## src/sv/kmsg_ram.sv

```systemverilog
// Generic single-port-write, single-port-read RAM with registered read data.
// No dependencies.
`timescale 1ns / 1ps

module kmsg_ram #(
  parameter int WIDTH = 8,
  parameter int DEPTH = 16
) (
  input  logic                             clk,
  input  logic                             we,
  input  logic [$clog2(DEPTH > 1 ? DEPTH : 2)-1:0] waddr,
  input  logic [WIDTH-1:0]                 wdata,
  input  logic                             re,
  input  logic [$clog2(DEPTH > 1 ? DEPTH : 2)-1:0] raddr,
  output logic [WIDTH-1:0]                 rdata
);

  logic [WIDTH-1:0] mem [DEPTH];

  always_ff @(posedge clk) begin
    if (we) begin
      mem[waddr] <= wdata;
    end
    if (re) begin
      rdata <= mem[raddr];
    end
  end

endmodule

```

## config.mk

```make
export PLATFORM = sky130hd
export DESIGN_NAME = kmsg_ram
export DESIGN_NICKNAME = d
export VERILOG_FILES = /design/src/sv/kmsg_ram.sv
export SDC_FILE = /design/constraint.sdc
export NUM_CORES = 1
export LEC_CHECK = 0
export BUFFER_PORTS_ARGS = -buffer_cell sky130_fd_sc_hd__buf_2
export CORE_MARGIN = 4
export CORE_UTILIZATION = 40
export CTS_BUF_LIST = sky130_fd_sc_hd__clkbuf_16
export CTS_CLUSTER_DIAMETER = 50
export DETAILED_ROUTE_END_ITERATION = 10
export PLACE_DENSITY = 0.58
export SYNTH_ARGS = -nofsm -noshare
export SYNTH_HDL_FRONTEND = slang
export SYNTH_SLANG_ARGS = --single-unit
```

## constraint.sdc

```tcl
create_clock -name clk -period 2.05 [get_ports clk]
set_input_delay 0.205 -clock clk [delete_from_list [all_inputs] [get_ports clk]]
set_output_delay 0.205 -clock clk [all_outputs]
set_load 0.03 [all_outputs]
```

==> key figures <==
Timing
  – FMAX: 0.683 GHz
  – Final worst path period need: 1.46 ns
  – Max-slew headroom: 71.5%
  – Final-report hold violation count: 0
  – RSZ-0062 raised after global routing: false
  – Slew @ Worst Pin: 0.427 ns
  – Crit share post-route: 71.4%
  – Final setup fails: 0
  – Setup TNS: 0 ns
  – Worst Skew: 0.00444 ns
  – Final slew viol count: 0

Floorplan
  – Core area: 12700 sq um
  – Die Y-Extent: 122 um
  – FP Rows: 41
  – Initial Util: 41.1%
  – Die footprint: 15000 sq um
  – IO Count: 27
  – Die W: 122 um

Power and ir drop
  – VDD IR-drop max: 0.641 mV
  – Lkg Pwr: 2.15 nW
  – Net Switching: 1.23 mW
  – Pint: 5.38 mW
  – Pwr Density: 1050 nW/um^2
  – Switching part of the total: 18.6%
  – Seq pwr share: 47.7%
  – Clk network pwr share: 47.6%
  – Logic pwr share: 4.7%

Hold path
  – Hold_sp: re
  – Worst Hold Class: input pin to flip-flop

Clock network
  – TritonCTS Buffers: 17
  – CTS-repair resized insts: 0
  – CTS tree: yes
  – TritonCTS sink count: 136
  – Clk buf depth: 2
  – Root buf cell: clkbuf_16
  – CTS H-tree depth: 4
  – Clock latency on the worst-skew pair: 0.40 ns
  – Post-CTS Hold Fix Bufs: 0
  – Clock transition at path regs: 0.05 ns
  – Postcts setup bufs: 0

Layout
  – # diodes: 0
  – Area growth, synth to finish: 20.4%
  – Filler cells: 1074
  – Post-layout nets: 304
  – Multi-input logic area: 1060 sq um
  – Final core area utilization: 49.5%
  – Layout cells sized above 1: 31.0%
  – Register Area: 4080 sq um

Setup path
  – Setup crit start kind: flip-flop
  – Reg2reg setup slack: 0.59 ns
  – Crit. End Element: flip-flop
  – CP endpoint: rdata[7]
  – Crit path required time: 2.19 ns
  – Worst R2R End: rdata[7]
  – Crit path launch: mem[11][7]
  – Worst reg2reg path startpoint: mem[11][7]
  – Arrival @ worst endpoint: 1.61 ns
  – Worst reg-to-reg path cell count: 3
  – Max Fanout on Critical Path: 1
  – WS Path Type: flip-flop to flip-flop

Global routing
  – Largest net degree at the start of global routing: 33
  – Initial antenna violation count: 0
  – Vias in the first global route: 2537
  – Congestion Overflow GR: 0
  – Gr usage total: 14.8%
  – First-pass GRT wire length: 15500 um

Synth
  – Post-synth EDFFs: 136
  – Syn. warnings: 0
  – Post-Synthesis Cell Area: 5230 sq um
  – Share of the yosys chip area belonging to registers: 78.1%
  – Synthesized area per cell: 22.8 sq um
  – Cells after synthesis: 229
  – Post-synth cell types: 18
  – Post-synthesis register bit count: 136
  – Syn_nets: 248
  – Top_reg_cell synth: edfxtp_1
  – Asr flop ratio synth: 0%

Run
  – Max cap viols: 0

Routing
  – DRC Markers: 0
  – DRT Pass-1 Iters: 7
  – Via count: 2441
  – WL/cell: 21.2 um
  – Post-DRT Antenna Nets: 0
  – Via density per instance: 5.20
  – Initial DRC count: 200
  – Final WL: 9950 um

Placed design
  – Global placement routability congestion: 0.723
  – DP Wirelength: 6320 um
  – Input/output buffers: 26

Outcome
  – Status: completed
## power groups by stage
stage | Combinational (mW) | Sequential [mW] | Clock, mW
final | 0.312 | 3.15 | 3.14
after global routing | 0.343 | 3.16 | 3.34
after CTS | 0.321 | 3.15 | 3.20
after detailed placement | 0.320 | 3.21 | 0
after global placement | 0.317 | 3.21 | 0
after floorplan | 0.158 | 3.23 | 0
## worst min path at each step
stage	to	slack, ns	cells past startpoint
global placement	mem[4][3]	0.60	1
CTS	rdata[4]	0.16	1
floorplan	mem[0][0]	0.30	0
detailed placement	rdata[4]	0.59	1
finish	rdata[4]	0.17	1
global route	rdata[4]	0.16	1
## final cells by class
cell class	count	area share [%]
Multi-Input combinational cell	83	16.8
Sequential cell	136	64.9
Tap cell	172	3.42
Clock buffer	17	6.76
Timing Repair Buffer	47	5.17
Clock inverter	14	3.00
## cells by family (layout without fill, tap and decap cells)
logic type / after synthesis / in the layout / synth area share [%]
multiplexers: 32 / 32 / 14.8
buffers and inverters: 10 / 78 / 1.65
flip-flops: 136 / 136 / 78.1
AO/OA/AOI/OAI: 16 / 16 / 2.30
AND/OR/NAND/NOR: 35 / 35 / 3.14
## state kept, by name, summed over array words and instances (netlist names)
name,count
mem,128
rdata,8
## stage by stage
step	hold WS, ns	cell area (sq um)	instances	total power, mW	setup WS (ns)
CTS	0.160	6300	469	6.68	0.558
detailed placement	0.590	5680	438	3.53	0.285
global route	0.160	6300	469	6.84	0.486
global placement	0.596	5680	438	3.52	0.275
finish	0.173	6300	469	6.61	0.587
floorplan	0.304	5230	229	3.39	0.352
## routing by layer
layer	global-route usage, %	wire, um	vias to the layer above	part of all wire [%]
li1	-	-	1092	-
met1	19.4	4190	1273	42
met2	23.3	5140	65	52
met3	4.75	467	11	4.7
met4	5.67	152	0	1.5
met5	0	0	-	0
## worst max-delay path, stage by stage (launching register included)
cell      delay [ns]
edfxtp_1        0.36
mux4_2          0.47
a22oi_1         0.28
nand2_1         0.09
## placed cells by master, fill, tap and decap left out, types with 2 or more instances in the layout
cell type    n
nand2_1      9
mux4_2      18
nand2b_1     2
nand3b_1     2
clkinv_2     4
clkbuf_16   17
a22oi_1     16
buf_2       26
mux4_1      14
clkinv_1     3
nor2_1      13
buf_12       3
inv_1        2
edfxtp_1   136
nor3_1       4
bufinv_16    5
buf_4       18
## Yosys cell counts (2+ instances only)
master	n	area [sq um]
mux4_2	18	405
nand2b_1	2	12.5
nor3_1	4	20.0
mux4_1	14	368
buf_2	3	15.0
buf_6	3	33.8
nand2_1	9	33.8
a22oi_1	16	120
clkdlybuf4s25_2	3	30.0
edfxtp_1	136	4080
nand3b_1	2	15.0
nor2_1	13	48.8
Power figures use the tool's default switching activity.
