**config.mk**
```make
export PLATFORM = sky130hd
export DESIGN_NAME = kmsg_decide
export DESIGN_NICKNAME = d
export VERILOG_FILES = /design/src/sv/kmsg_pkg.sv /design/src/sv/kmsg_decide.sv
export SDC_FILE = /design/constraint.sdc
export NUM_CORES = 1
export LEC_CHECK = 0
export BUFFER_PORTS_ARGS = -buffer_cell sky130_fd_sc_hd__buf_4
export CORE_AREA = 10 10 154 156
export DETAILED_ROUTE_END_ITERATION = 10
export DIE_AREA = 0 0 164 166
export PLACE_DENSITY = 0.57
export SETUP_SLACK_MARGIN = 0.1
export SLEW_MARGIN = 10
export SYNTH_ARGS = -nofsm -noshare
export SYNTH_HDL_FRONTEND = slang
export SYNTH_SLANG_ARGS = --single-unit
```
**constraint.sdc**
```tcl
create_clock -name vclk -period 4.58
set_clock_uncertainty 0.1 [all_clocks]
set_input_delay 0.916 -clock vclk [all_inputs]
set_output_delay 0.916 -clock vclk [all_outputs]
set_load 0.05 [all_outputs]
```
**src/sv/kmsg_pkg.sv**
```systemverilog
// Shared types, constants and address helpers for the keyed min-score grid aggregator.
// Stands alone; kmsg_decide, the top level and the bench use it by scoped names.
`timescale 1ns / 1ps

package kmsg_pkg;

  localparam int MAX_CODONS    = 32;
  localparam int CODON_CHOICES = 6;
  localparam int GRID_CELLS    = 36;
  localparam int NUC_PER_CODON = 3;
  localparam int NUM_KEYS      = NUC_PER_CODON * MAX_CODONS;
  localparam int NUM_CELLS     = NUM_KEYS * GRID_CELLS;
  localparam int KEY_W         = (NUM_KEYS > 1) ? $clog2(NUM_KEYS) : 1;
  localparam int ADDR_W        = (NUM_CELLS > 1) ? $clog2(NUM_CELLS) : 1;

  localparam int OP_W      = 2;
  localparam int CODON_W   = 5;
  localparam int OFFSET_W  = 2;
  localparam int CHOICE_W  = 3;
  localparam int ENERGY_W  = 24;
  localparam int ADAPT_W   = 16;
  localparam int SCORE_W   = 32;
  localparam int STATE_W   = 16;
  localparam int VARIANT_W = 8;
  localparam int STATUS_W  = 3;
  localparam int FILLED_W  = 12;
  localparam int COUNT_W   = 32;
  localparam int KEYS_W    = 7;

  localparam logic [OP_W-1:0] OP_CLEAR  = 2'd0;
  localparam logic [OP_W-1:0] OP_INSERT = 2'd1;
  localparam logic [OP_W-1:0] OP_READ   = 2'd2;

  localparam logic [STATUS_W-1:0] ST_INSERTED    = 3'd0;
  localparam logic [STATUS_W-1:0] ST_KEPT        = 3'd1;
  localparam logic [STATUS_W-1:0] ST_OVERWRITTEN = 3'd2;
  localparam logic [STATUS_W-1:0] ST_SKIPPED     = 3'd3;
  localparam logic [STATUS_W-1:0] ST_READ        = 3'd4;
  localparam logic [STATUS_W-1:0] ST_CLEARED     = 3'd5;

  typedef struct packed {
    logic [OP_W-1:0]      op;
    logic [CODON_W-1:0]   codon;
    logic [OFFSET_W-1:0]  offset;
    logic [CHOICE_W-1:0]  first;
    logic [CHOICE_W-1:0]  second;
    logic [ENERGY_W-1:0]  energy;
    logic [ADAPT_W-1:0]   adapt;
    logic [SCORE_W-1:0]   score;
    logic                 finite;
    logic [STATE_W-1:0]   state;
    logic [VARIANT_W-1:0] variant;
  } item_t;

  typedef struct packed {
    logic                 filled;
    logic [SCORE_W-1:0]   score;
    logic [ENERGY_W-1:0]  energy;
    logic [ADAPT_W-1:0]   adapt;
    logic [STATE_W-1:0]   state;
    logic [VARIANT_W-1:0] variant;
  } cell_t;

  typedef struct packed {
    logic                do_write;
    logic                key_set;
    logic                filled_inc;
    logic                coll_inc;
    logic                over_inc;
    logic                show;
    logic [STATUS_W-1:0] status;
    cell_t               hit;
    cell_t               wdata;
  } dec_t;

  function automatic logic pos_ok(logic [CODON_W-1:0] c, logic [OFFSET_W-1:0] o);
    return (int'(c) < MAX_CODONS) && (int'(o) < NUC_PER_CODON);
  endfunction

  function automatic logic cell_ok(logic [CHOICE_W-1:0] x, logic [CHOICE_W-1:0] y);
    return (int'(x) < CODON_CHOICES) && (int'(y) < CODON_CHOICES) &&
           (int'(x) * CODON_CHOICES + int'(y) < GRID_CELLS);
  endfunction

  function automatic logic [KEY_W-1:0] key_of(logic [CODON_W-1:0] c,
                                             logic [OFFSET_W-1:0] o);
    if (!pos_ok(c, o)) begin
      return '0;
    end
    return KEY_W'(int'(c) * NUC_PER_CODON + int'(o));
  endfunction

  function automatic logic [ADDR_W-1:0] addr_of(logic [CODON_W-1:0] c,
                                               logic [OFFSET_W-1:0] o,
                                               logic [CHOICE_W-1:0] x,
                                               logic [CHOICE_W-1:0] y);
    if (!(pos_ok(c, o) && cell_ok(x, y))) begin
      return '0;
    end
    return ADDR_W'(int'(key_of(c, o)) * GRID_CELLS + int'(x) * CODON_CHOICES + int'(y));
  endfunction

endpackage

```
**src/sv/kmsg_decide.sv**
```systemverilog
// Insert/read decision on one fetched cell: outcome status, write-back word and counter bumps.
// Depends on kmsg_pkg.
`timescale 1ns / 1ps

module kmsg_decide (
  input  kmsg_pkg::item_t item_i,
  input  kmsg_pkg::cell_t cell_i,
  input  logic            key_used_i,
  output kmsg_pkg::dec_t  dec_o
);

  logic            pos;
  logic            cel;
  kmsg_pkg::cell_t newc;

  always_comb begin
    pos = kmsg_pkg::pos_ok(item_i.codon, item_i.offset);
    cel = kmsg_pkg::cell_ok(item_i.first, item_i.second);
    newc.filled  = 1'b1;
    newc.score   = item_i.score;
    newc.energy  = item_i.energy;
    newc.adapt   = item_i.adapt;
    newc.state   = item_i.state;
    newc.variant = item_i.variant;

    dec_o        = '0;
    dec_o.status = kmsg_pkg::ST_SKIPPED;
    dec_o.wdata  = newc;

    case (item_i.op)
      kmsg_pkg::OP_INSERT: begin
        if (pos) begin
          dec_o.key_set = !key_used_i;
          if (cel && item_i.finite) begin
            dec_o.show = 1'b1;
            if (!cell_i.filled) begin
              dec_o.do_write   = 1'b1;
              dec_o.filled_inc = 1'b1;
              dec_o.status     = kmsg_pkg::ST_INSERTED;
              dec_o.hit        = newc;
            end else begin
              dec_o.coll_inc = 1'b1;
              if ($signed(item_i.score) < $signed(cell_i.score)) begin
                dec_o.do_write = 1'b1;
                dec_o.over_inc = 1'b1;
                dec_o.status   = kmsg_pkg::ST_OVERWRITTEN;
                dec_o.hit      = newc;
              end else begin
                dec_o.status = kmsg_pkg::ST_KEPT;
                dec_o.hit    = cell_i;
              end
            end
          end
        end
      end
      kmsg_pkg::OP_READ: begin
        dec_o.status = kmsg_pkg::ST_READ;
        if (pos && cel && cell_i.filled) begin
          dec_o.show = 1'b1;
          dec_o.hit  = cell_i;
        end
      end
      default: begin
        dec_o.status = kmsg_pkg::ST_SKIPPED;
      end
    endcase
  end

endmodule

```
==> results of run 1 <==
## placed cells by master (no fill, tap or decap), types with 2 or more instances in the layout
cell	synthesis	layout
buf_8	0	31
nand2b_4	0	6
ha_1	39	38
nand3_1	2	2
nor4_4	1	2
nand2b_1	96	90
buf_12	0	16
nor2_1	8	7
nand2_1	16	16
clkbuf_16	0	6
a32o_2	0	95
a21oi_1	17	16
nand4_1	3	3
buf_4	97	337
inv_1	41	41
fa_1	2	2
buf_6	6	75
buf_16	0	13
nor3_4	0	2
o21ai_0	9	8
nor4_2	0	2
## logic make-up after synthesis
family / Yosys count / share of synthesized area
other cells: 1 / 0.001010
xor+xnor: 1 / 0.002361
compound gates: 136 / 0.3321
fa+ha+maj: 41 / 0.1423
buf+inv: 168 / 0.2849
simple gates: 143 / 0.2374
## final cells by class
class	count	area [µm²]
Fill cell	2101	12590
Inverter	41	153.9
Multi-Input combinational cell	322	2938
Tap cell	275	344.1
Timing Repair Buffer	478	4668
## worst paths after layout
kind  depth (start not counted)  slack, ps          to
max                          14       -240  dec_o[146]
min                           2       2010   dec_o[55]
## metrics by stage
step	hold WS, ps	cells	instance area [µm²]
2_1_floorplan	1837	490	3894
3_3_place_gp	2005	1087	6808
3_5_place_dp	2006	1087	6808
4_1_cts	2008	1109	7792
5_1_grt	2014	1116	8104
6_report	2006	1116	8104
## Yosys cell counts (3+ instances only)
| master | count | share of area |
|---|---|---|
| buf_6 | 6 | 0.018 |
| nand2_1 | 16 | 0.016 |
| nor4_1 | 3 | 0.0051 |
| a21oi_1 | 17 | 0.023 |
| inv_1 | 41 | 0.041 |
| buf_4 | 97 | 0.20 |
| buf_2 | 14 | 0.019 |
| nand2b_1 | 96 | 0.16 |
| o21ai_0 | 9 | 0.012 |
| clkbuf_1 | 9 | 0.0091 |
| ha_1 | 39 | 0.13 |
| a32o_1 | 95 | 0.26 |
| nand4_1 | 3 | 0.0051 |
| nor2_1 | 8 | 0.0081 |
## power by group through the flow
| stage | clock network, W | registers (W) | logic [W] |
|---|---|---|---|
| finish | 0 | 0 | 0.000981 |
| global route | 0 | 0 | 0.00104 |
| CTS | 0 | 0 | 0.000943 |
| detailed placement | 0 | 0 | 0.000855 |
| global placement | 0 | 0 | 0.000850 |
| floorplan | 0 | 0 | 0.000541 |
## layer usage
layer / vias to the layer above / track usage / share of wire
met4: 0 / 0.01283 / 0.010
li1: 2443 / - / -
met5: - / 0 / 0
met1: 2381 / 0.1842 / 0.40
met2: 218 / 0.2838 / 0.51
met3: 14 / 0.03644 / 0.081
## repair_timing
item | in CTS | in global routing
gates cloned | 13 | 7
pin swaps | 26 | 8
buffers inserted | 10 | 0
gates resized for setup | 148 | 30
endpoints found under the setup margin | 97 | 99
==> metrics, run 1 <==
outcome=finished with violations; failing checks=setup timing; Pint=0.0004330 W; sequential cell count=0; final RePlAce weighted congestion=0.8586; Area Growth Syn to Fin=118.4%; most used cell, CP=buf_12; # rows=53; synth warn=0; share of cells above drive strength 1=0.7122; drt total wl=24.35 mm; Initial Util=0.1794; Worst VDD drop=48.17 µV; n_diodes=0; Cells after Synth=490; initial antenna violation count=0; chip height=166 µm; via count=5,056; crit path capture type=output port; CP delay by family, top=compound AO/OA/AOI/OAI gates; min Tclk post-route=4815 ps; CP Launch Type=primary input; Cell Area, Synth=3711 µm²; clock power share=0; sequential area share after synthesis=0; final-layout clock buffer total=0; DR WL/cell=21.82 µm; vias in the first global route=5,279; chip width=164 µm; final core utilization=0.3917; Setup WS post-layout=-235.2 ps; Initial DRC Count=241; I/O Buffers=406; global-route wire length before repair=33.32 mm; Pre-antenna DRT Iters=4; Setup TNS=-19,290 ps; Hold Crit Start=item_i[88]; # setup viols final=95; Crit-path slowest cell=fa_1; CP max FO=7; Post-DP HPWL=18.62 mm; Worst EP arrival=3800 ps; Crit path largest cell delay=550 ps; Total GRT Usage=0.1551; vias per cell=4.530; Req. time, crit path=3560 ps; ordered cell list for the critical path=buf_8 > ha_4 > fa_1 > inv_1 > a211o_1 > a221oi_4 > buf_4 > nor3_4 > nor2_2 > nor2_4 > buf_12 > buf_12 > a32o_2 > buf_6; Least-Margin Pin Slew=549.4 ps; Fmax=207.7 MHz; total of max-cap violations=0; RSZ-0062 raised after global routing=yes; Slew Limit Fails=0; DRC viols=0; Core ar.=20,690 µm²; Syn Nets=741; Comb pwr share=1.000; Net Sw Frac=0.5584; Yosys cell types=47; Hold Path Class=in2out; DIE AREA=27,220 µm²; WP buf/inv=6; nets@finish=1,094; Cell Pwr Density=121.0 nW/µm²; hold bufs inserted after CTS=0; Static Leakage=4.495 nW; Worst Setup SP=item_i[100]; total area of sequential cells=0 µm²; sequential share of power=0; # IOs=413; total chip power=0.0009805 W; pre-CTS WS=-338.8 ps; Net Switching=0.0005475 W; GRT Residual Overflow=0; relative slew slack=0.6337; post-route ant nets=0; largest net degree at the start of global routing=24; Tcrit/Tclk final=1.051; Fin. Hold Viols=0; Crit Path Class=in2out; Post-Syn Area per Cell=7.574 µm²
Power figures use the tool's default switching activity.
==> run 2: changes to the inputs <==
- clock period: 4.58 -> 3.9 ns (I/O delays scaled with it)
==> run 2 against run 1 <==
Compared with the run above:
- highest routed layer unchanged
- power is 19% higher
- count of clock-buffer cells in the layout stayed put
- final cell count is 3.3% higher
- setup slack worse by 390 ps
- combinational power is 19% higher
- sequential share of layout area stayed put
- wire length is 4.2% lower
- the run still ends with setup timing left
- largest power group unchanged
- final area is 2.3% higher
- core utilization is 0.90 points higher
==> metrics, run 2 (synthesis gave the netlist of run 1 again) <==
outcome=finished with violations; failing checks=setup timing; Worst EP arrival=3650 ps (-150 ps); final-layout clock buffer total=0 (unchanged); n_diodes=0 (unchanged); Hold Path Class=in2out; global-route wire length before repair=32.91 mm (-1.2%); Static Leakage=4.621 nW (+2.8%); relative slew slack=0.6364 (+0.002711); chip height=166 µm (unchanged); Crit Path Class=in2out; vias in the first global route=5,430 (+2.9%); vias per cell=4.435 (-2.1%); Slew Limit Fails=0 (unchanged); I/O Buffers=406 (unchanged); DIE AREA=27,220 µm² (unchanged); Tcrit/Tclk final=1.160; nets@finish=1,131 (+3.4%); Fmax=221.0 MHz; Comb pwr share=1.000 (about the same); # IOs=413 (unchanged); Pint=0.0005301 W (+22%); # rows=53 (unchanged); sequential share of power=0 (unchanged); CP max FO=6 (-1); Cell Pwr Density=141.0 nW/µm² (+17%); Initial Util=0.1794 (unchanged); most frequent cells in the layout=buf_4, nand2b_1, a32o_2; # fillers=2,120 (+0.90%); Fin. Hold Viols=0 (unchanged); final core utilization=0.4007 (+0.009010); chip width=164 µm (unchanged); Final Instance Area=8290 µm² (+2.3%); DRC viols=0 (unchanged); Setup WS post-layout=-625.6 ps (-390.5 ps); GRT Residual Overflow=0 (unchanged); final RePlAce weighted congestion=0.8130 (-5.3%); commonest non-fill, non-tap cell in the layout=buf_4; Final Non-Filler Cells=1,153 (+3.3%); Core ar.=20,690 µm² (unchanged); via count=5,113 (+1.1%); Worst VDD drop=70.83 µV (+47%); Total GRT Usage=0.1502 (-0.004937); CP Launch Type=primary input; Net Sw Frac=0.5464 (-0.01198); area occupied by multi-input gates=2932 µm² (-0.21%); initial antenna violation count=0 (unchanged); Initial DRC Count=245 (+1.7%); total area of sequential cells=0 µm² (unchanged); # setup viols final=102 (+7.4%); Least-Margin Pin Slew=544.8 ps (-4.618 ps); crit path capture type=output port; RSZ-0062 raised after global routing=yes; Area Growth Syn to Fin=123.4%; Req. time, crit path=3020 ps (-540 ps); DR WL/cell=20.23 µm (-7.3%); post-route ant nets=0 (unchanged); placed cells=1,133 (+4.2%); Post-DP HPWL=19.16 mm (+2.9%); sequential cell count=0 (unchanged); clock power share=0 (unchanged); Cell Area, Placed=7152 µm² (+5.1%); Net Switching=0.0006387 W (+17%); Pre-antenna DRT Iters=4 (unchanged); drt total wl=23.33 mm (-4.2%); largest net degree at the start of global routing=48 (+100%); final hold slack=1734 ps (-271.7 ps); min Tclk post-route=4526 ps; total of max-cap violations=0 (unchanged); share of cells above drive strength 1=0.7221 (+0.009848)
==> run 2: cell types whose count changed in the layout (fill, tap and decap cells not counted), sizes merged <==
| cell | previous run | this run |
|---|---|---|
| bufbuf | 0 | 1 |
| buf | 472 | 508 |
==> run 2: power groups by stage <==
stage	Clock (W)	Sequential (W)	Combinational, W
floorplan	0	0	0.000635
global placement	0	0	0.00103
detailed placement	0	0	0.00104
CTS	0	0	0.00114
global route	0	0	0.00124
finish	0	0	0.00117
==> run 2: cell type report <==
class / instances / share of cell area
multi-input cells: 322 / 0.3536
well taps: 275 / 0.04150
repair buffers: 515 / 0.5863
inverters: 41 / 0.01856
==> run 2: path summary, 6_finish.rpt <==
kind                  slack, ps   startpoint  cells past startpoint          to
worst min-delay path       1730   item_i[86]                      2   dec_o[53]
worst max-delay path       -630  item_i[100]                     14  dec_o[177]
==> run 2: critical path: stages <==
cell	delay, ps
buf_8	100
ha_4	230
fa_1	570
inv_2	40
a211o_1	280
a221oi_4	340
nor3_4	80
nor4_4	290
buf_6	200
buf_6	130
clkbuf_16	140
nand2b_1	50
a32o_2	250
buf_6	150
==> run 2: stage by stage <==
step / TNS [ps] / setup WS (ps) / total power (W)
finish: -57490 / -625.6 / 0.001169
global route: -69840 / -741.3 / 0.001244
CTS: -55720 / -642.9 / 0.001140
detailed placement: -66000 / -715.6 / 0.001035
global placement: -65340 / -709.0 / 0.001028
floorplan: -39670 / -443.1 / 0.0006348
==> run 2: layer usage <==
layer  wire length (µm)  GRT usage
met5                  0          0
met1               9028     0.1695
met2              12000     0.2820
met4                211    0.01127
met3               2083    0.04090
==> run 2: what timing repair did <==
item                       4_1_cts  5_1_grt
hold buffers                     0        0
setup endpoints to repair      104      104
gates resized for setup        173       30
buffers inserted                 6        2
cloned                           4        9
pin swaps                       49        5
